<file path="src/hdl/c8dec_pkg.sv">
// Shared types, codes and lookup functions of the instruction decoder.
// Depends on nothing; used by the decode, top level and checker files.
`default_nettype none

package c8dec_pkg;

    localparam int unsigned WordW = 16;
    localparam int unsigned AddrW = 16;
    localparam int unsigned AvailW = 2;
    localparam int unsigned ClassW = 4;
    localparam int unsigned IdW = 6;

    // Analysis classes
    localparam logic [ClassW-1:0] CLS_UNK   = 4'd0;
    localparam logic [ClassW-1:0] CLS_RET   = 4'd1;
    localparam logic [ClassW-1:0] CLS_JMP   = 4'd2;
    localparam logic [ClassW-1:0] CLS_CALL  = 4'd3;
    localparam logic [ClassW-1:0] CLS_SKIP  = 4'd4;
    localparam logic [ClassW-1:0] CLS_MOV   = 4'd5;
    localparam logic [ClassW-1:0] CLS_ADD   = 4'd6;
    localparam logic [ClassW-1:0] CLS_OR    = 4'd7;
    localparam logic [ClassW-1:0] CLS_AND   = 4'd8;
    localparam logic [ClassW-1:0] CLS_XOR   = 4'd9;
    localparam logic [ClassW-1:0] CLS_SUB   = 4'd10;
    localparam logic [ClassW-1:0] CLS_SHR   = 4'd11;
    localparam logic [ClassW-1:0] CLS_SHL   = 4'd12;
    localparam logic [ClassW-1:0] CLS_KEY   = 4'd13;
    localparam logic [ClassW-1:0] CLS_LOAD  = 4'd14;
    localparam logic [ClassW-1:0] CLS_STORE = 4'd15;

    // Instruction identifiers
    localparam logic [IdW-1:0] ID_CLS      = 6'd0;
    localparam logic [IdW-1:0] ID_RET      = 6'd1;
    localparam logic [IdW-1:0] ID_SCD      = 6'd2;
    localparam logic [IdW-1:0] ID_JP       = 6'd8;
    localparam logic [IdW-1:0] ID_CALL     = 6'd9;
    localparam logic [IdW-1:0] ID_SE_IMM   = 6'd10;
    localparam logic [IdW-1:0] ID_SNE_IMM  = 6'd11;
    localparam logic [IdW-1:0] ID_SE_REG   = 6'd12;
    localparam logic [IdW-1:0] ID_LD_IMM   = 6'd13;
    localparam logic [IdW-1:0] ID_ADD_IMM  = 6'd14;
    localparam logic [IdW-1:0] ID_LD_REG   = 6'd15;
    localparam logic [IdW-1:0] ID_OR       = 6'd16;
    localparam logic [IdW-1:0] ID_AND      = 6'd17;
    localparam logic [IdW-1:0] ID_XOR      = 6'd18;
    localparam logic [IdW-1:0] ID_ADD_REG  = 6'd19;
    localparam logic [IdW-1:0] ID_SUB      = 6'd20;
    localparam logic [IdW-1:0] ID_SHR      = 6'd21;
    localparam logic [IdW-1:0] ID_SUBN     = 6'd22;
    localparam logic [IdW-1:0] ID_SHL      = 6'd23;
    localparam logic [IdW-1:0] ID_SNE_REG  = 6'd24;
    localparam logic [IdW-1:0] ID_LD_I     = 6'd25;
    localparam logic [IdW-1:0] ID_JP_V0    = 6'd26;
    localparam logic [IdW-1:0] ID_RND      = 6'd27;
    localparam logic [IdW-1:0] ID_DRW      = 6'd28;
    localparam logic [IdW-1:0] ID_SKP      = 6'd29;
    localparam logic [IdW-1:0] ID_SKNP     = 6'd30;
    localparam logic [IdW-1:0] ID_LD_V_DT  = 6'd31;
    localparam logic [IdW-1:0] ID_LD_V_K   = 6'd32;
    localparam logic [IdW-1:0] ID_LD_DT_V  = 6'd33;
    localparam logic [IdW-1:0] ID_LD_ST_V  = 6'd34;
    localparam logic [IdW-1:0] ID_ADD_I_V  = 6'd35;
    localparam logic [IdW-1:0] ID_LD_F_V   = 6'd36;
    localparam logic [IdW-1:0] ID_LD_HF_V  = 6'd37;
    localparam logic [IdW-1:0] ID_LD_B_V   = 6'd38;
    localparam logic [IdW-1:0] ID_LD_MEM_V = 6'd39;
    localparam logic [IdW-1:0] ID_LD_V_MEM = 6'd40;
    localparam logic [IdW-1:0] ID_LD_R_V   = 6'd41;
    localparam logic [IdW-1:0] ID_LD_V_R   = 6'd42;
    localparam logic [IdW-1:0] ID_INVALID  = 6'd43;

    // Fixed words and masks of the system group
    localparam logic [WordW-1:0] W_CLS       = 16'h00E0;
    localparam logic [WordW-1:0] W_RET       = 16'h00EE;
    localparam logic [WordW-1:0] M_SCD       = 16'hFFF0;
    localparam logic [WordW-1:0] W_SCD       = 16'h00C0;
    localparam logic [WordW-1:0] W_SCR_FIRST = 16'h00FB;
    localparam logic [WordW-1:0] M_NNN       = 16'h0FFF;

    // Low bytes of the key skip group
    localparam logic [7:0] KK_SKP  = 8'h9E;
    localparam logic [7:0] KK_SKNP = 8'hA1;

    // Leading nibble groups
    localparam logic [3:0] OP_SYS  = 4'h0;
    localparam logic [3:0] OP_JP   = 4'h1;
    localparam logic [3:0] OP_CALL = 4'h2;
    localparam logic [3:0] OP_SE   = 4'h3;
    localparam logic [3:0] OP_SNE  = 4'h4;
    localparam logic [3:0] OP_SER  = 4'h5;
    localparam logic [3:0] OP_LD   = 4'h6;
    localparam logic [3:0] OP_ADD  = 4'h7;
    localparam logic [3:0] OP_ALU  = 4'h8;
    localparam logic [3:0] OP_SNER = 4'h9;
    localparam logic [3:0] OP_LDI  = 4'hA;
    localparam logic [3:0] OP_JPV0 = 4'hB;
    localparam logic [3:0] OP_RND  = 4'hC;
    localparam logic [3:0] OP_DRW  = 4'hD;
    localparam logic [3:0] OP_KEY  = 4'hE;
    localparam logic [3:0] OP_MISC = 4'hF;

    // One decoded result item
    typedef struct packed {
        logic              too_short;
        logic [ClassW-1:0] op_class;
        logic [IdW-1:0]    instr_id;
        logic [3:0]        reg_x;
        logic [3:0]        reg_y;
        logic [3:0]        low_nibble;
        logic [7:0]        imm_byte;
        logic [11:0]       addr_field;
        logic              has_jump;
        logic [AddrW-1:0]  jump_target;
        logic              has_fall;
        logic [AddrW-1:0]  fall_target;
    } t_result;

    // Id and class pair from a lookup
    typedef struct packed {
        logic [IdW-1:0]    id;
        logic [ClassW-1:0] cls;
    } t_idcls;

    // ALU group 8xyN, by N
    function automatic t_idcls alu_lookup(input logic [3:0] n);
        t_idcls r;
        unique case (n)
            4'h0:    r = '{ID_LD_REG,  CLS_MOV};
            4'h1:    r = '{ID_OR,      CLS_OR};
            4'h2:    r = '{ID_AND,     CLS_AND};
            4'h3:    r = '{ID_XOR,     CLS_XOR};
            4'h4:    r = '{ID_ADD_REG, CLS_ADD};
            4'h5:    r = '{ID_SUB,     CLS_SUB};
            4'h6:    r = '{ID_SHR,     CLS_SHR};
            4'h7:    r = '{ID_SUBN,    CLS_SUB};
            4'hE:    r = '{ID_SHL,     CLS_SHL};
            default: r = '{ID_INVALID, CLS_UNK};
        endcase
        return r;
    endfunction

    // Misc group Fxkk, by kk
    function automatic t_idcls misc_lookup(input logic [7:0] kk);
        t_idcls r;
        unique case (kk)
            8'h07:   r = '{ID_LD_V_DT,  CLS_MOV};
            8'h0A:   r = '{ID_LD_V_K,   CLS_MOV};
            8'h15:   r = '{ID_LD_DT_V,  CLS_MOV};
            8'h18:   r = '{ID_LD_ST_V,  CLS_MOV};
            8'h1E:   r = '{ID_ADD_I_V,  CLS_ADD};
            8'h29:   r = '{ID_LD_F_V,   CLS_LOAD};
            8'h30:   r = '{ID_LD_HF_V,  CLS_LOAD};
            8'h33:   r = '{ID_LD_B_V,   CLS_STORE};
            8'h55:   r = '{ID_LD_MEM_V, CLS_STORE};
            8'h65:   r = '{ID_LD_V_MEM, CLS_LOAD};
            8'h75:   r = '{ID_LD_R_V,   CLS_STORE};
            8'h85:   r = '{ID_LD_V_R,   CLS_LOAD};
            default: r = '{ID_INVALID,  CLS_UNK};
        endcase
        return r;
    endfunction

endpackage

`default_nettype wire

</file>
<file path="src/hdl/chip8_instruction_decoder_core.sv">
// Path from request acceptance to result valid: input register, then result register.
// Throughput: one request per cycle; a stalled result holds and backs up into the input register.
// o_stall rises only when both the input register and the result register are full and
// the result side is stalled.
// Reset: i_rst_n synchronous, active low; clears both stage valid flags, payload is not reset.
// Depends on c8dec_pkg and c8dec_decode.
`default_nettype none

module chip8_instruction_decoder_core (
    input  wire logic                              i_clk,
    input  wire logic                              i_rst_n,
    // request channel
    input  wire logic                              i_valid,
    output logic                                   o_stall,
    input  wire logic [c8dec_pkg::WordW-1:0]       i_instr_word,
    input  wire logic [c8dec_pkg::AddrW-1:0]       i_address,
    input  wire logic [c8dec_pkg::AvailW-1:0]      i_bytes_available,
    // result channel
    output logic                                   o_valid,
    input  wire logic                              i_stall,
    output logic                                   o_too_short,
    output logic [c8dec_pkg::ClassW-1:0]           o_op_class,
    output logic [c8dec_pkg::IdW-1:0]              o_instr_id,
    output logic [3:0]                             o_reg_x,
    output logic [3:0]                             o_reg_y,
    output logic [3:0]                             o_low_nibble,
    output logic [7:0]                             o_imm_byte,
    output logic [11:0]                            o_addr_field,
    output logic                                   o_has_jump,
    output logic [c8dec_pkg::AddrW-1:0]            o_jump_target,
    output logic                                   o_has_fall,
    output logic [c8dec_pkg::AddrW-1:0]            o_fall_target
);

    // Input register: holds the accepted request
    logic                             r_in_vld;
    logic [c8dec_pkg::WordW-1:0]      r_in_word;
    logic [c8dec_pkg::AddrW-1:0]      r_in_addr;
    logic [c8dec_pkg::AvailW-1:0]     r_in_avail;

    // Result register: holds the decoded result until taken
    logic                             r_out_vld;
    c8dec_pkg::t_result               r_out;

    c8dec_pkg::t_result               dec_result;
    logic                             out_free;
    logic                             in_free;
    logic                             in_take;
    logic                             in_move;

    // A stage may load when empty or when its content leaves in the same cycle
    assign out_free = !r_out_vld || !i_stall;
    assign in_move  = r_in_vld && out_free;
    assign in_free  = !r_in_vld || out_free;
    assign in_take  = i_valid && in_free;
    assign o_stall  = !in_free;

    c8dec_decode u_decode (
        .i_instr_word      (r_in_word),
        .i_address         (r_in_addr),
        .i_bytes_available (r_in_avail),
        .o_result          (dec_result)
    );

    // Stage valid flags
    always_ff @(posedge i_clk) begin
        if (!i_rst_n) begin
            r_in_vld  <= 1'b0;
            r_out_vld <= 1'b0;
        end else begin
            // input stage fills on a take, drains when its content moves on
            if (in_take) begin
                r_in_vld <= 1'b1;
            end else if (in_move) begin
                r_in_vld <= 1'b0;
            end
            // result stage follows whatever the input stage hands over
            if (out_free) begin
                r_out_vld <= r_in_vld;
            end
        end
    end

    // Payload registers: load on advance, hold otherwise
    always_ff @(posedge i_clk) begin
        if (in_take) begin
            r_in_word  <= i_instr_word;
            r_in_addr  <= i_address;
            r_in_avail <= i_bytes_available;
        end
        if (in_move) begin
            r_out <= dec_result;
        end
    end

    assign o_valid       = r_out_vld;
    assign o_too_short   = r_out.too_short;
    assign o_op_class    = r_out.op_class;
    assign o_instr_id    = r_out.instr_id;
    assign o_reg_x       = r_out.reg_x;
    assign o_reg_y       = r_out.reg_y;
    assign o_low_nibble  = r_out.low_nibble;
    assign o_imm_byte    = r_out.imm_byte;
    assign o_addr_field  = r_out.addr_field;
    assign o_has_jump    = r_out.has_jump;
    assign o_jump_target = r_out.jump_target;
    assign o_has_fall    = r_out.has_fall;
    assign o_fall_target = r_out.fall_target;

endmodule

`default_nettype wire

</file>
<file path="src/hdl/c8dec_decode.sv">
// Combinational decode of one registered instruction request into a result.
// Depends on c8dec_pkg.
`default_nettype none

module c8dec_decode (
    input  wire logic [c8dec_pkg::WordW-1:0]  i_instr_word,
    input  wire logic [c8dec_pkg::AddrW-1:0]  i_address,
    input  wire logic [c8dec_pkg::AvailW-1:0] i_bytes_available,
    output c8dec_pkg::t_result                o_result
);

    logic [c8dec_pkg::AddrW-1:0]  skip_t;
    logic [c8dec_pkg::AddrW-1:0]  next_t;
    logic [c8dec_pkg::AddrW-1:0]  nnn_t;
    logic [7:0]                   kk;
    c8dec_pkg::t_idcls            alu;
    c8dec_pkg::t_idcls            misc;
    logic                         ctl_skip;

    assign kk     = i_instr_word[7:0];
    assign skip_t = i_address + c8dec_pkg::AddrW'(4);
    assign next_t = i_address + c8dec_pkg::AddrW'(2);
    assign nnn_t  = i_instr_word & c8dec_pkg::M_NNN;
    assign alu    = c8dec_pkg::alu_lookup(i_instr_word[3:0]);
    assign misc   = c8dec_pkg::misc_lookup(kk);

    always_comb begin
        o_result             = '0;
        o_result.reg_x       = i_instr_word[11:8];
        o_result.reg_y       = i_instr_word[7:4];
        o_result.low_nibble  = i_instr_word[3:0];
        o_result.imm_byte    = kk;
        o_result.addr_field  = i_instr_word[11:0];
        o_result.instr_id    = c8dec_pkg::ID_INVALID;
        o_result.op_class    = c8dec_pkg::CLS_UNK;
        ctl_skip             = 1'b0;

        unique case (i_instr_word[15:12])
            c8dec_pkg::OP_SYS: begin
                priority if (i_instr_word == c8dec_pkg::W_CLS) begin
                    o_result.instr_id = c8dec_pkg::ID_CLS;
                end else if (i_instr_word == c8dec_pkg::W_RET) begin
                    o_result.instr_id = c8dec_pkg::ID_RET;
                    o_result.op_class = c8dec_pkg::CLS_RET;
                end else if ((i_instr_word & c8dec_pkg::M_SCD) == c8dec_pkg::W_SCD) begin
                    o_result.instr_id = c8dec_pkg::ID_SCD;
                end else if (i_instr_word >= c8dec_pkg::W_SCR_FIRST
                             && i_instr_word[15:8] == 8'h00) begin
                    // scr, scl, exit, low, high map straight from the low three bits
                    o_result.instr_id = {3'b000, i_instr_word[2:0]};
                end else begin
                    o_result.instr_id = c8dec_pkg::ID_INVALID;
                end
            end
            c8dec_pkg::OP_JP: begin
                o_result.instr_id    = c8dec_pkg::ID_JP;
                o_result.op_class    = c8dec_pkg::CLS_JMP;
                o_result.has_jump    = 1'b1;
                o_result.jump_target = nnn_t;
            end
            c8dec_pkg::OP_CALL: begin
                o_result.instr_id    = c8dec_pkg::ID_CALL;
                o_result.op_class    = c8dec_pkg::CLS_CALL;
                o_result.has_jump    = 1'b1;
                o_result.jump_target = nnn_t;
                o_result.has_fall    = 1'b1;
                o_result.fall_target = next_t;
            end
            c8dec_pkg::OP_SE: begin
                o_result.instr_id = c8dec_pkg::ID_SE_IMM;
                o_result.op_class = c8dec_pkg::CLS_SKIP;
                ctl_skip          = 1'b1;
            end
            c8dec_pkg::OP_SNE: begin
                o_result.instr_id = c8dec_pkg::ID_SNE_IMM;
                o_result.op_class = c8dec_pkg::CLS_SKIP;
                ctl_skip          = 1'b1;
            end
            c8dec_pkg::OP_SER: begin
                o_result.instr_id = c8dec_pkg::ID_SE_REG;
                o_result.op_class = c8dec_pkg::CLS_SKIP;
                ctl_skip          = 1'b1;
            end
            c8dec_pkg::OP_LD: begin
                o_result.instr_id = c8dec_pkg::ID_LD_IMM;
                o_result.op_class = c8dec_pkg::CLS_MOV;
            end
            c8dec_pkg::OP_ADD: begin
                o_result.instr_id = c8dec_pkg::ID_ADD_IMM;
                o_result.op_class = c8dec_pkg::CLS_ADD;
            end
            c8dec_pkg::OP_ALU: begin
                o_result.instr_id = alu.id;
                o_result.op_class = alu.cls;
            end
            c8dec_pkg::OP_SNER: begin
                // keep the id for any nibble; only the plain form is a skip
                o_result.instr_id = c8dec_pkg::ID_SNE_REG;
                if (i_instr_word[3:0] == 4'h0) begin
                    o_result.op_class = c8dec_pkg::CLS_SKIP;
                    ctl_skip          = 1'b1;
                end
            end
            c8dec_pkg::OP_LDI: begin
                o_result.instr_id = c8dec_pkg::ID_LD_I;
                o_result.op_class = c8dec_pkg::CLS_MOV;
            end
            c8dec_pkg::OP_JPV0: begin
                o_result.instr_id    = c8dec_pkg::ID_JP_V0;
                o_result.op_class    = c8dec_pkg::CLS_JMP;
                o_result.has_jump    = 1'b1;
                o_result.jump_target = nnn_t;
            end
            c8dec_pkg::OP_RND: begin
                o_result.instr_id = c8dec_pkg::ID_RND;
            end
            c8dec_pkg::OP_DRW: begin
                o_result.instr_id = c8dec_pkg::ID_DRW;
            end
            c8dec_pkg::OP_KEY: begin
                if (kk == c8dec_pkg::KK_SKP) begin
                    o_result.instr_id = c8dec_pkg::ID_SKP;
                    o_result.op_class = c8dec_pkg::CLS_KEY;
                    ctl_skip          = 1'b1;
                end else if (kk == c8dec_pkg::KK_SKNP) begin
                    o_result.instr_id = c8dec_pkg::ID_SKNP;
                    o_result.op_class = c8dec_pkg::CLS_KEY;
                    ctl_skip          = 1'b1;
                end
            end
            c8dec_pkg::OP_MISC: begin
                o_result.instr_id = misc.id;
                o_result.op_class = misc.cls;
            end
            default: begin
                o_result.instr_id = c8dec_pkg::ID_INVALID;
            end
        endcase

        if (ctl_skip) begin
            o_result.has_jump    = 1'b1;
            o_result.jump_target = skip_t;
            o_result.has_fall    = 1'b1;
            o_result.fall_target = next_t;
        end

        // fewer than two bytes: flag it and clear everything else
        if (!i_bytes_available[1]) begin
            o_result           = '0;
            o_result.too_short = 1'b1;
        end
    end

endmodule

`default_nettype wire

</file>
<file path="config.mk">
export PLATFORM = sky130hd
export DESIGN_NAME = chip8_instruction_decoder_core
export DESIGN_NICKNAME = d
export VERILOG_FILES = /design/src/hdl/c8dec_pkg.sv /design/src/hdl/chip8_instruction_decoder_core.sv /design/src/hdl/c8dec_decode.sv
export SDC_FILE = /design/constraint.sdc
export NUM_CORES = 1
export LEC_CHECK = 0
export ABC_AREA = 1
export BUFFER_PORTS_ARGS = -buffer_cell sky130_fd_sc_hd__buf_2
export CAP_MARGIN = 20
export CORE_MARGIN = 4
export CORE_UTILIZATION = 40
export CTS_CLUSTER_DIAMETER = 120
export DETAILED_ROUTE_END_ITERATION = 12
export MAX_ROUTING_LAYER = met4
export PLACE_DENSITY_LB_ADDON = 0.08
export SLEW_MARGIN = 0
export SYNTH_ARGS = -nofsm -noshare
export SYNTH_HDL_FRONTEND = slang
export SYNTH_HIERARCHICAL = 1
export SYNTH_SLANG_ARGS = --single-unit
export TNS_END_PERCENT = 20
</file>
<file path="constraint.sdc">
create_clock -name i_clk -period 4.64 [get_ports i_clk]
set_input_delay 0.232 -clock i_clk [delete_from_list [all_inputs] [get_ports i_clk]]
set_output_delay 0.232 -clock i_clk [all_outputs]
set_load 0.01 [all_outputs]
</file>
# Word level (Yosys, flattened, before mapping)
# Memories as Yosys holds them, arrays and structs flattened. A register that Yosys moved wholly into a read port is not among the register bits.
# Cells that the tools add are included.
[op_classes] mux=23 addsub=2 magnitude_cmp=1 eq_ne=32 n_reduce_logical=17
[op_table] cell="$pmux W10 S12" count=1
[op_table] cell="$pmux W6 S16" count=1
[op_table] cell="$mux W77" count=1
[op_table] cell="$pmux W4 S10" count=1
[op_table] cell="$mux W17" count=2
[op_table] cell="$mux W34" count=1
[op_table] cell="$eq A16 B8 Y1 const B" count=2
[op_table] cell="$eq A4 B4 Y1 const B" count=8
[op_table] cell="$eq A8 B5 Y1 const B" count=3
[op_table] cell="$eq A8 B6 Y1 const B" count=3
[op_table] cell="$eq A8 B7 Y1 const B" count=3
[op_table] cell="$eq A8 B8 Y1 const B" count=3
[op_table] cell="$mux W6" count=4
[op_table] cell="$mux W10" count=2
[op_table] cell="$add A16 B2 Y16 const B" count=1
[op_table] cell="$add A16 B3 Y16 const B" count=1
[op_table] cell="$eq A4 B3 Y1 const B" count=4
[op_table] cell="$ge A16 B8 Y1 const B" count=1
[op_table] cell="$eq A12 B4 Y1 const B" count=1
[op_table] cell="$eq A4 B2 Y1 const B" count=2
[op_table] cell="$eq A8 B3 Y1 const B" count=1
[op_table] cell="$eq A8 B4 Y1 const B" count=1
[op_table] cell="$logic_not A4 Y1" count=2
[op_table] cell="$logic_not A8 Y1" count=1
[op_table] cell="other kinds (11)" count=25
[totals] inputBits=38 regBits=113 n_memories=1 wordCells=93 out_inout_bits=79 romBits=160
[memory_table] memory="(no name shown)" words=16 width=10 read_ports=1 rd_ports_with_merged_regs=1 write_ports=0 line="c8dec_pkg.sv:127" rtl="unique case (n)"

# Depth between registers and ports, before layout
# Gate-level depths: netlist of run 1.
[logic_depth] ltp_word=8 depth_mapped=12 mapped_depth_nobuf=12

# By module
# Netlist of run 1, hierarchy kept.
[by_module_without_submodules] module="chip8_instruction_decoder_core" area_each_um2=3428.3 cells_per_inst=124 n_inst=1
[by_module_without_submodules] module="c8dec_decode" area_each_um2=2117.0 cells_per_inst=396 n_inst=1

# Worst setup path after synthesis of run 1
# Ideal clock, no wire load.
[synth_path] path_kind="register to register" start="reg r_in_vld" end="reg r_out, in the netlist o_addr_field[0] (enable)" path_slack_ps=-11 setup_time_ps=537 path_stages_with_launch=3 arrival_time_ps=4113 required_ps=4103 synth_period_minus_slack_ps=4651 path_buffers=0 path_cell_list="dfxtp_1 inv_1 a21oi_1"
[synth_via] elab_chain_len=1
[synth_rtl] item="start: declaration" line="chip8_instruction_decoder_core.sv:36" rtl="logic r_in_vld;"
[synth_rtl] item="start signal: assignment" line="chip8_instruction_decoder_core.sv:68" rtl="r_in_vld <= 1'b0;"
[synth_rtl] item="start signal: assignment" line="chip8_instruction_decoder_core.sv:73" rtl="r_in_vld <= 1'b1;"
[synth_rtl] item="start signal: assignment" line="chip8_instruction_decoder_core.sv:75" rtl="r_in_vld <= 1'b0;"
[synth_rtl] item="$logic_and A1 B1 Y1" line="chip8_instruction_decoder_core.sv:53" rtl="assign in_move = r_in_vld && out_free;"
[synth_rtl] item="via in_move" line="chip8_instruction_decoder_core.sv:49" rtl="logic in_move;"
[synth_rtl] item="end signal: assignment" line="chip8_instruction_decoder_core.sv:92" rtl="r_out <= dec_result;"
[synth_rtl] item="end: declaration" line="chip8_instruction_decoder_core.sv:43" rtl="c8dec_pkg::t_result r_out;"
# The timed path passes the listed nets, and every way through them passes these cells.
# A chain may end at the register's enable or synchronous reset.

# Worst setup path after layout of run 1
[layout_path] start="reg r_in_word[0] in the netlist's numbering" end="reg r_out, in the netlist o_jump_target[1] (data pin)"
[layout_via] elab_chain_len=5 word_cells_on_any_way=8
[layout_rtl] item="start: declaration" line="chip8_instruction_decoder_core.sv:37" rtl="logic [c8dec_pkg::WordW-1:0] r_in_word;"
[layout_rtl] item="start signal: assignment" line="chip8_instruction_decoder_core.sv:87" rtl="r_in_word <= i_instr_word;"
[layout_rtl] item="$eq A8 B8 Y1" line="c8dec_decode.sv:125" rtl="end else if (kk == c8dec_pkg::KK_SKNP) begin"
[layout_rtl] item="$mux W1" line="c8dec_decode.sv:125"
[layout_rtl] item="$mux W1" line="c8dec_decode.sv:121" rtl="if (kk == c8dec_pkg::KK_SKP) begin"
[layout_rtl] item="$pmux W1 S3 (*)" line="c8dec_decode.sv:38" rtl="unique case (i_instr_word[15:12])"
[layout_rtl] item="$mux W34 (*)" line="c8dec_decode.sv:140" rtl="if (ctl_skip) begin"
# Mark *: on every way between the ends. The rest lies on a longest branch, timed or not.

==> impl_metrics.yaml, run 1 <==
floorplan:
  num_rows: 42
  coreArea_sq_um: 13300
  die_area_sq_um: 15700
  die_width_um: 125
  die_h_um: 125
  ioPinCount: 117
  initial_core_util: 0.413
clock_network:
  clk_latency_ns: 0.35
  cts_resized: 0
  ctsHoldBuffers: 0
  cts_setup_buffers: 0
  h-tree-depth: 3
  clkSlewWorstSetupHoldPaths_ns: 0.08
  cts_sinks: 112
  cts_root_buf: "clkbuf_16"
  cts.path.max_buffers: 2
  cts_tree: "yes"
  numCtsBuffers: 9
global_routing:
  grt_pass1_wl_mm: 19.3
  grt_max_degree: 37
  track_usage: 0.162
  antenna_found_initial: 0
  grt_pass1_vias: 3654
  grt_overflow_total: 0
sta:
  relSlewSlack: 0.473
  min_period_over_period: 0.553
  layout_min_cycle_time_ns: 2.57
  finalHoldViolations: 0
  rsz0062_at_grt: "no"
  fmax_mhz: 390
  finalMaxSlewViolations: 0
  tightest_slew_ns: 0.789
  finalSetupTns_ns: 0
  clock_skew_ns: 0.0104
  finalSetupViolCount: 0
pwr:
  ir_drop_mv: 0.142
  power_density_nw_per_um2: 350
  leakage_nw: 2.84
drt:
  ant_nets: 0
  vias_per_cell: 4.82
  vias: 3857
  wl_per_cell_um: 15.4
  drt-total-wl_mm: 12.3
  drt_iter0_drc: 308
  firstDrtPassIters: 5
  drc: 0
finish:
  fin_util: 0.485
  fill_cells: 1285
  layout-drive-gt1-share: 0.277
  fin_nets: 666
  insertedDiodeCount: 0
  fin_cells: 801
  syn2layout_area_growth_pct: 17.3
worst_setup_path:
  worst_r2r_path_depth: 10
  r2r_setup_slack_ns: 2.07
  cp.arrival_ns: 2.75
  path_class: "flip-flop to flip-flop"
  start_kind: "flip-flop"
  r2r_end: "o_jump_target[1]$_DFFE_PP_"
  cp_max_fo: 23
  required_ns: 4.82
  reg2reg_from: "r_in_word[0]$_DFFE_PP_"
  end_kind: "flip-flop"
outcome:
  outcome: "finished clean"
synthesis:
  syn_inst: 519
  syn_avg_cell_area_sq_um: 10.6
  syn_area_sq_um: 5520
  ys_warn_count: 6
  syn_nets: 565
min_path:
  min_path_type: "input pin to flip-flop"
  whs_endpoint: "r_in_word[12]$_DFFE_PP_"
  hp-start: "i_instr_word[12]"
  whs_path_depth: 1
place:
  placed_cells: 785
  portBuffers: 115
  gp_congestion: 0.881
  hpwl_mm: 9.28
flow_run:
  drv_cap: 0
==> registers in the layout, indices dropped and copies added (netlist names), 6 cells and up <==
name,flops
o_fall_target,16
o_jump_target,16
r_in_addr,16
r_in_word,16
o_addr_field,12
o_imm_byte,8
o_instr_id,6
==> metal layers <==
layer | GRT usage | wire length [um] | vias up
met2 | 0.237 | 5350 | 136
met4 | 0.0485 | 157 | 0
met5 | - | 0 | -
met1 | 0.230 | 6080 | 1790
met3 | 0.0311 | 757 | 12
li1 | - | - | 1919
==> how the worst max path moves through the flow <==
stage               slack [ns]                    endpoint                   start  depth (start not counted)
CTS                       2.04  o_jump_target[1]$_DFFE_PP_  r_in_word[0]$_DFFE_PP_                         10
global route              1.75  o_jump_target[1]$_DFFE_PP_  r_in_word[0]$_DFFE_PP_                         10
global placement          2.13  o_jump_target[8]$_DFFE_PP_  r_in_word[0]$_DFFE_PP_                         10
finish                    2.07  o_jump_target[1]$_DFFE_PP_  r_in_word[0]$_DFFE_PP_                         10
detailed placement        2.05  o_jump_target[1]$_DFFE_PP_  r_in_word[0]$_DFFE_PP_                         10
floorplan                 1.57   o_addr_field[0]$_DFFE_PP_    o_valid$_SDFFE_PN0P_                          1
==> placed cells by master (no fill, tap or decap), types with 2 or more instances in the layout <==
cell type	instances
nor2_4	13
o22ai_1	3
nor2_1	68
inv_6	2
nand2_2	4
inv_2	7
dfxtp_1	2
ha_1	8
o211ai_1	4
nand4_1	6
clkinv_1	2
nand3_2	3
a211oi_1	3
nand2_4	3
buf_2	115
nor2_2	3
bufinv_16	2
nor3_1	3
a31oi_1	3
clkbuf_16	9
inv_1	57
nand2_1	96
o21ai_1	9
o21ai_0	13
xnor2_1	4
a21oi_1	18
a22oi_1	4
nand3_1	20
buf_4	3
xor2_1	15
edfxtp_1	110
==> worst max-delay path, stage by stage (launching register included) <==
cell and delay (ns):
edfxtp_1 0.53, inv_1 0.19, ha_1 0.23, nand2_4 0.10
nor2_8 0.13, nand3_2 0.10, nand2_2 0.12, nand2_4 0.08
nand2_2 0.34, nand2_1 0.32, a22oi_1 0.24
==> final cells by class <==
class                      instances  area, sq um  share of cell area
sequential                       112         3340               0.517
multi-input combinational        312         1710               0.265
timing repair buffer             118          598              0.0925
inverter                          67          254              0.0393
clock buffer                       9          225              0.0348
tap                              176          220              0.0340
clock inverter                     7          113              0.0174
==> stage by stage <==
step	hold WS [ns]	worst slack [ns]	cell area, sq um	power, mW
3_5_place_dp	0.410	2.05	6130	1.44
3_3_place_gp	0.409	2.13	6130	1.44
6_report	0.0524	2.07	6470	2.26
5_1_grt	0.0361	1.75	6470	2.36
4_1_cts	0.0345	2.04	6470	2.29
2_1_floorplan	0.331	1.57	5520	1.37
==> power by group <==
part | switching, mW | internal, mW | total (mW)
logic | 0.139 | 0.0714 | 0.210
clock network | 0.361 | 0.485 | 0.847
registers | 0.0358 | 1.17 | 1.20
Power figures use the tool's default switching activity.
==> inputs of run 2 (changes only) <==
--- a/config.mk
+++ b/config.mk
@@ -5,7 +5,7 @@
 export SDC_FILE = /design/constraint.sdc
 export NUM_CORES = 1
 export LEC_CHECK = 0
-export ABC_AREA = 1
+export ABC_AREA = 0
 export BUFFER_PORTS_ARGS = -buffer_cell sky130_fd_sc_hd__buf_2
 export CAP_MARGIN = 20
 export CORE_MARGIN = 4
==> constraint.sdc (replaced) <==
create_clock -name i_clk -period 2.1 [get_ports i_clk]
set_input_delay 0.105 -clock i_clk [delete_from_list [all_inputs] [get_ports i_clk]]
set_output_delay 0.105 -clock i_clk [all_outputs]
set_load 0.01 [all_outputs]
==> run 2 against run 1 <==
Total power is 130% higher; largest cell class unchanged; sequential power is 120% higher; clock-buffer cell count is 1 higher; clock skew is 0.00052 ns lower; critical path type unchanged; wire length is 13% higher; area after synthesis is 2.0% higher.
==> impl_metrics.yaml, run 2 <==
drt:
  met3WireLength_um: 709
  wl_met2_mm: 6.53
  vias_per_cell: 5.00
  firstDrtPassIters: 4
  ant_nets: 0
  wl_per_cell_um: 17.0
  drc: 0
  drt_iter0_drc: 285
  routed.top_layer: "met4"
  vias: 4101
  wl_met1_mm: 6.51
  drt-total-wl_mm: 14.0
sta:
  clock_skew_ns: 0.00986
  min_period_over_period: 0.997
  finalSetupViolCount: 0
  relSlewSlack: 0.610
  layout_min_cycle_time_ns: 2.09
  finalHoldViolations: 0
  rsz0062_at_grt: "yes"
  tightest_slew_ns: 0.580
  holdWs_ns: 0.0727
  finalMaxSlewViolations: 0
  fmax_mhz: 478
clock_network:
  h-tree-depth: 3
  numCtsBuffers: 9
  cts_sinks: 112
  clkSlewWorstSetupHoldPaths_ns: 0.07
  cts_tree: "yes"
  cts_root_buf: "clkbuf_16"
  clk_latency_ns: 0.35
  cts.path.max_buffers: 2
finish:
  layout-drive-gt1-share: 0.401
  final_area_sq_um: 7490
  syn2layout_area_growth_pct: 33.2
  insertedDiodeCount: 0
  mostFrequentLayoutCell: "buf_2"
  most-common-layout-cells: "116 x buf_2, 110 x edfxtp_1, 70 x buf_4"
  fin_nets: 682
pwr:
  power_density_nw_per_um2: 708
  finalPower_mw: 5.30
  ir_drop_mv: 0.418
  leakage_nw: 2.91
worst_setup_path:
  cp.arrival_ns: 2.20
  worst_r2r_path_depth: 8
  cp_max_fo: 4
  required_ns: 2.20
  r2r_setup_slack_ns: 0.006
  path_class: "flip-flop to flip-flop"
  start_kind: "flip-flop"
  end_kind: "flip-flop"
  r2r_end: "o_instr_id[1]$_DFFE_PP_"
  reg2reg_from: "r_in_word[0]$_DFFE_PP_"
global_routing:
  grt_pass1_vias: 4037
  grt_pass1_wl_mm: 22.2
  antenna_found_initial: 0
  track_usage: 0.183
  grt_max_degree: 40
  grt_overflow_total: 0
synthesis:
  syn_area_sq_um: 5620
  syn_inst: 448
  syn_avg_cell_area_sq_um: 12.6
  syn_nets: 494
  ys_warn_count: 6
flow_run:
  drv_cap: 0
floorplan:
  die_width_um: 127
  num_rows: 43
  ioPinCount: 117
  die_h_um: 127
  initial_core_util: 0.407
  die_area_sq_um: 16000
  coreArea_sq_um: 13800
min_path:
  min_path_type: "input pin to flip-flop"
  whs_endpoint: "o_valid$_SDFFE_PN0P_"
  whs_path_depth: 3
  hp-start: "i_stall"
place:
  place_area_sq_um: 6620
  portBuffers: 115
  gp_congestion: 0.890
  hpwl_mm: 10.4
outcome:
  outcome: "finished clean"
## run 2: report_power, final
| group | total (mW) | leakage, nW | switching [mW] | internal, mW |
|---|---|---|---|---|
| sequential | 2.66 | 1.06 | 0.0686 | 2.59 |
| combinational | 0.677 | 1.68 | 0.356 | 0.322 |
| clock | 1.96 | 0.167 | 0.790 | 1.17 |
| total | 5.30 | 2.91 | 1.21 | 4.09 |
## run 2: stage by stage
stage,TNS [ns],cells,worst slack (ns),util
finish,0,821,0.00592,0.542
global route,-1.01,821,-0.0650,0.542
CTS,0,814,0.0113,0.533
detailed placement,-0.114,760,-0.0399,0.479
global placement,-0.0572,760,-0.0396,0.479
floorplan,-0.285,448,-0.0815,-
## run 2: what timing repair did
| item | 4_1_cts | 5_1_grt |
|---|---|---|
| gates cloned | 0 | 1 |
| pin swaps | 1 | 9 |
| hold endpoints to repair | 35 | 0 |
| buffers inserted | 3 | 6 |
| endpoints found under the setup margin | 21 | 31 |
| hold buffers | 35 | 0 |
| resized for setup | 7 | 17 |
## run 2: worst max path at each step
stage | start | end | slack (ns)
floorplan | r_in_word[0]$_DFFE_PP_ | o_instr_id[1]$_DFFE_PP_ | -0.08
global placement | r_in_word[4]$_DFFE_PP_ | o_instr_id[3]$_DFFE_PP_ | -0.04
detailed placement | r_in_word[0]$_DFFE_PP_ | o_instr_id[1]$_DFFE_PP_ | -0.04
CTS | r_in_word[0]$_DFFE_PP_ | o_instr_id[4]$_DFFE_PP_ | 0.01
global route | r_in_word[1]$_DFFE_PP_ | o_instr_id[1]$_DFFE_PP_ | -0.07
finish | r_in_word[0]$_DFFE_PP_ | o_instr_id[1]$_DFFE_PP_ | 0.006
## run 2: per-layer routing
| layer | vias up | global-route usage |
|---|---|---|
| met3 | 19 | 0.0341 |
| met5 | - | - |
| met1 | 1964 | 0.251 |
| met4 | 0 | 0.0498 |
| li1 | 2009 | - |
| met2 | 109 | 0.282 |
## run 2: cell type report
cell class	instances	area [sq um]
clock inverter	6	113
inverter	9	33.8
sequential	112	3340
clock buffer	10	229
tap	180	225
fill	1216	6340
multi-input combinational	279	2030
timing repair buffer	225	1520
## run 2: worst max-delay path, stage by stage (launching register included)
cell       delay (ns)
edfxtp_1         0.42
buf_4            0.16
ha_2             0.20
and3b_2          0.23
buf_4            0.15
a22oi_1          0.17
o31ai_1          0.16
a2111oi_4        0.29
nor2_1           0.07
==> inputs of run 3 (changes only) <==
--- a/config.mk
+++ b/config.mk
@@ -13,7 +13,8 @@
 export CTS_CLUSTER_DIAMETER = 120
 export DETAILED_ROUTE_END_ITERATION = 12
 export MAX_ROUTING_LAYER = met4
-export PLACE_DENSITY_LB_ADDON = 0.08
+export PLACE_DENSITY = 0.69
+export SETUP_SLACK_MARGIN = 0.02
 export SLEW_MARGIN = 0
 export SYNTH_ARGS = -nofsm -noshare
 export SYNTH_HDL_FRONTEND = slang
==> run 3 against run 2 <==
Combinational power up 3.5%; cell count up 0.61%; global-route usage about the same; wire length up 1.2%; sequential share of layout area down 0.57 points; non-clock buffer count up 4; via count up 1.6%; first-iteration DRC count down 20%; utilization up 0.71 points; final area up 1.3%; clock-buffer cell count unchanged; sequential power about the same; critical path type unchanged; largest cell class unchanged.
==> impl_metrics.yaml, run 3 (synthesis results as in run 2) <==
pwr:
  power_density_nw_per_um2: 661
  leakage_nw: 2.96
  ir_drop_mv: 0.386
global_routing:
  grt_overflow_total: 0
  track_usage: 0.183
  grt_pass1_vias: 4133
  antenna_found_initial: 0
  grt_max_degree: 78
  grt_pass1_wl_mm: 22.2
sta:
  clock_skew_ns: 0.0137
  rsz0062_at_grt: "yes"
  finalSetupTns_ns: 0
  relSlewSlack: 0.653
  holdWs_ns: 0.0673
  min_period_over_period: 0.989
  tightest_slew_ns: 0.521
  finalHoldViolations: 0
  fmax_mhz: 481
  layout_min_cycle_time_ns: 2.08
  finalMaxSlewViolations: 0
  finalSetupViolCount: 0
floorplan:
  coreArea_sq_um: 13800
  die_h_um: 127
  num_rows: 43
  ioPinCount: 117
  die_area_sq_um: 16000
  initial_core_util: 0.407
  die_width_um: 127
place:
  portBuffers: 115
  hpwl_mm: 10.3
  gp_congestion: 0.905
clock_network:
  cts.path.max_buffers: 2
  cts_sinks: 112
  clkSlewWorstSetupHoldPaths_ns: 0.08
  h-tree-depth: 3
  cts_tree: "yes"
  cts_root_buf: "clkbuf_16"
  numCtsBuffers: 9
  clk_latency_ns: 0.37
flow_run:
  drv_cap: 0
drt:
  drt-total-wl_mm: 14.1
  wl_per_cell_um: 17.1
  drc: 0
  vias_per_cell: 5.04
  firstDrtPassIters: 5
  vias: 4165
  ant_nets: 0
  drt_iter0_drc: 228
worst_setup_path:
  cp.arrival_ns: 2.19
  cp_max_fo: 4
  end_kind: "flip-flop"
  start_kind: "flip-flop"
  path_class: "flip-flop to flip-flop"
  required_ns: 2.21
finish:
  fin_nets: 687
  mostFrequentLayoutCell: "buf_2"
  layout-drive-gt1-share: 0.420
  insertedDiodeCount: 0
  syn2layout_area_growth_pct: 34.9
  most-common-layout-cells: "115 x buf_2, 110 x edfxtp_1, 72 x buf_4"
outcome:
  outcome: "finished clean"
min_path:
  min_path_type: "input pin to flip-flop"
==> run 3: worst max-delay path, stage by stage (launching register included) <==
cell and delay, ns:
edfxtp_1 0.43, buf_4 0.16, buf_4 0.14, ha_2 0.22, buf_4 0.16, nand4_1 0.13
nand2_1 0.16, a2111oi_4 0.35, nor2_1 0.07
==> run 3: layout make-up <==
class / instances / area [sq um]
flip-flops and latches: 112 / 3350
fillers: 1181 / 6240
well taps: 180 / 225
clock inverters: 6 / 62.6
repair buffers: 229 / 1570
inverters: 9 / 33.8
multi-input cells: 280 / 2120
clock buffers: 10 / 229
==> run 3: where the power goes <==
| group | internal (mW) | leakage [nW] | switching, mW |
|---|---|---|---|
| Combinational | 0.339 | 1.76 | 0.362 |
| Clock | 0.836 | 0.142 | 0.808 |
| Sequential | 2.60 | 1.06 | 0.0776 |
==> run 3: path summary, 6_finish.rpt <==
| check | depth (start not counted) | slack, ns | start | end |
|---|---|---|---|---|
| worst max-delay path | 8 | 0.02 | r_in_word[1]$_DFFE_PP_ | o_instr_id[1]$_DFFE_PP_ |
| worst min-delay path | 3 | 0.07 | i_stall | o_valid$_SDFFE_PN0P_ |
| worst max register to register | 8 | 0.02 | r_in_word[1]$_DFFE_PP_ | o_instr_id[1]$_DFFE_PP_ |
| worst min register to register | 2 | 0.53 | r_in_vld$_SDFFE_PN0P_ | o_valid$_SDFFE_PN0P_ |
==> run 3: what timing repair did <==
item                                    4_1_cts  5_1_grt
hold buffers                                 35        0
buffers inserted                             11        4
hold endpoints to repair                     35        0
resized for setup                            17       23
cloned                                        0        1
pin swaps                                     4       10
endpoints found under the setup margin       26       40
==> run 3: per-stage QoR <==
step                      total power [mW]  cells  instance area, sq um  setup slack (ns)   util
after floorplan                       3.06    448                  5640           -0.0815      -
after CTS                             5.03    821                  7430            0.0202  0.537
after global placement                3.30    759                  6630           -0.0297  0.479
after detailed placement              3.31    759                  6630           -0.0787  0.479
after global routing                  5.22    826                  7590           -0.0749  0.549
final                                 5.02    826                  7590            0.0222  0.549
==> run 3: routing by layer <==
layer,global-route usage,share of wire,vias to the layer above
li1,-,-,2023
met1,0.230,0.43,1958
met2,0.290,0.49,150
met3,0.0299,0.053,34
met4,0.0871,0.029,0
met5,-,0,-
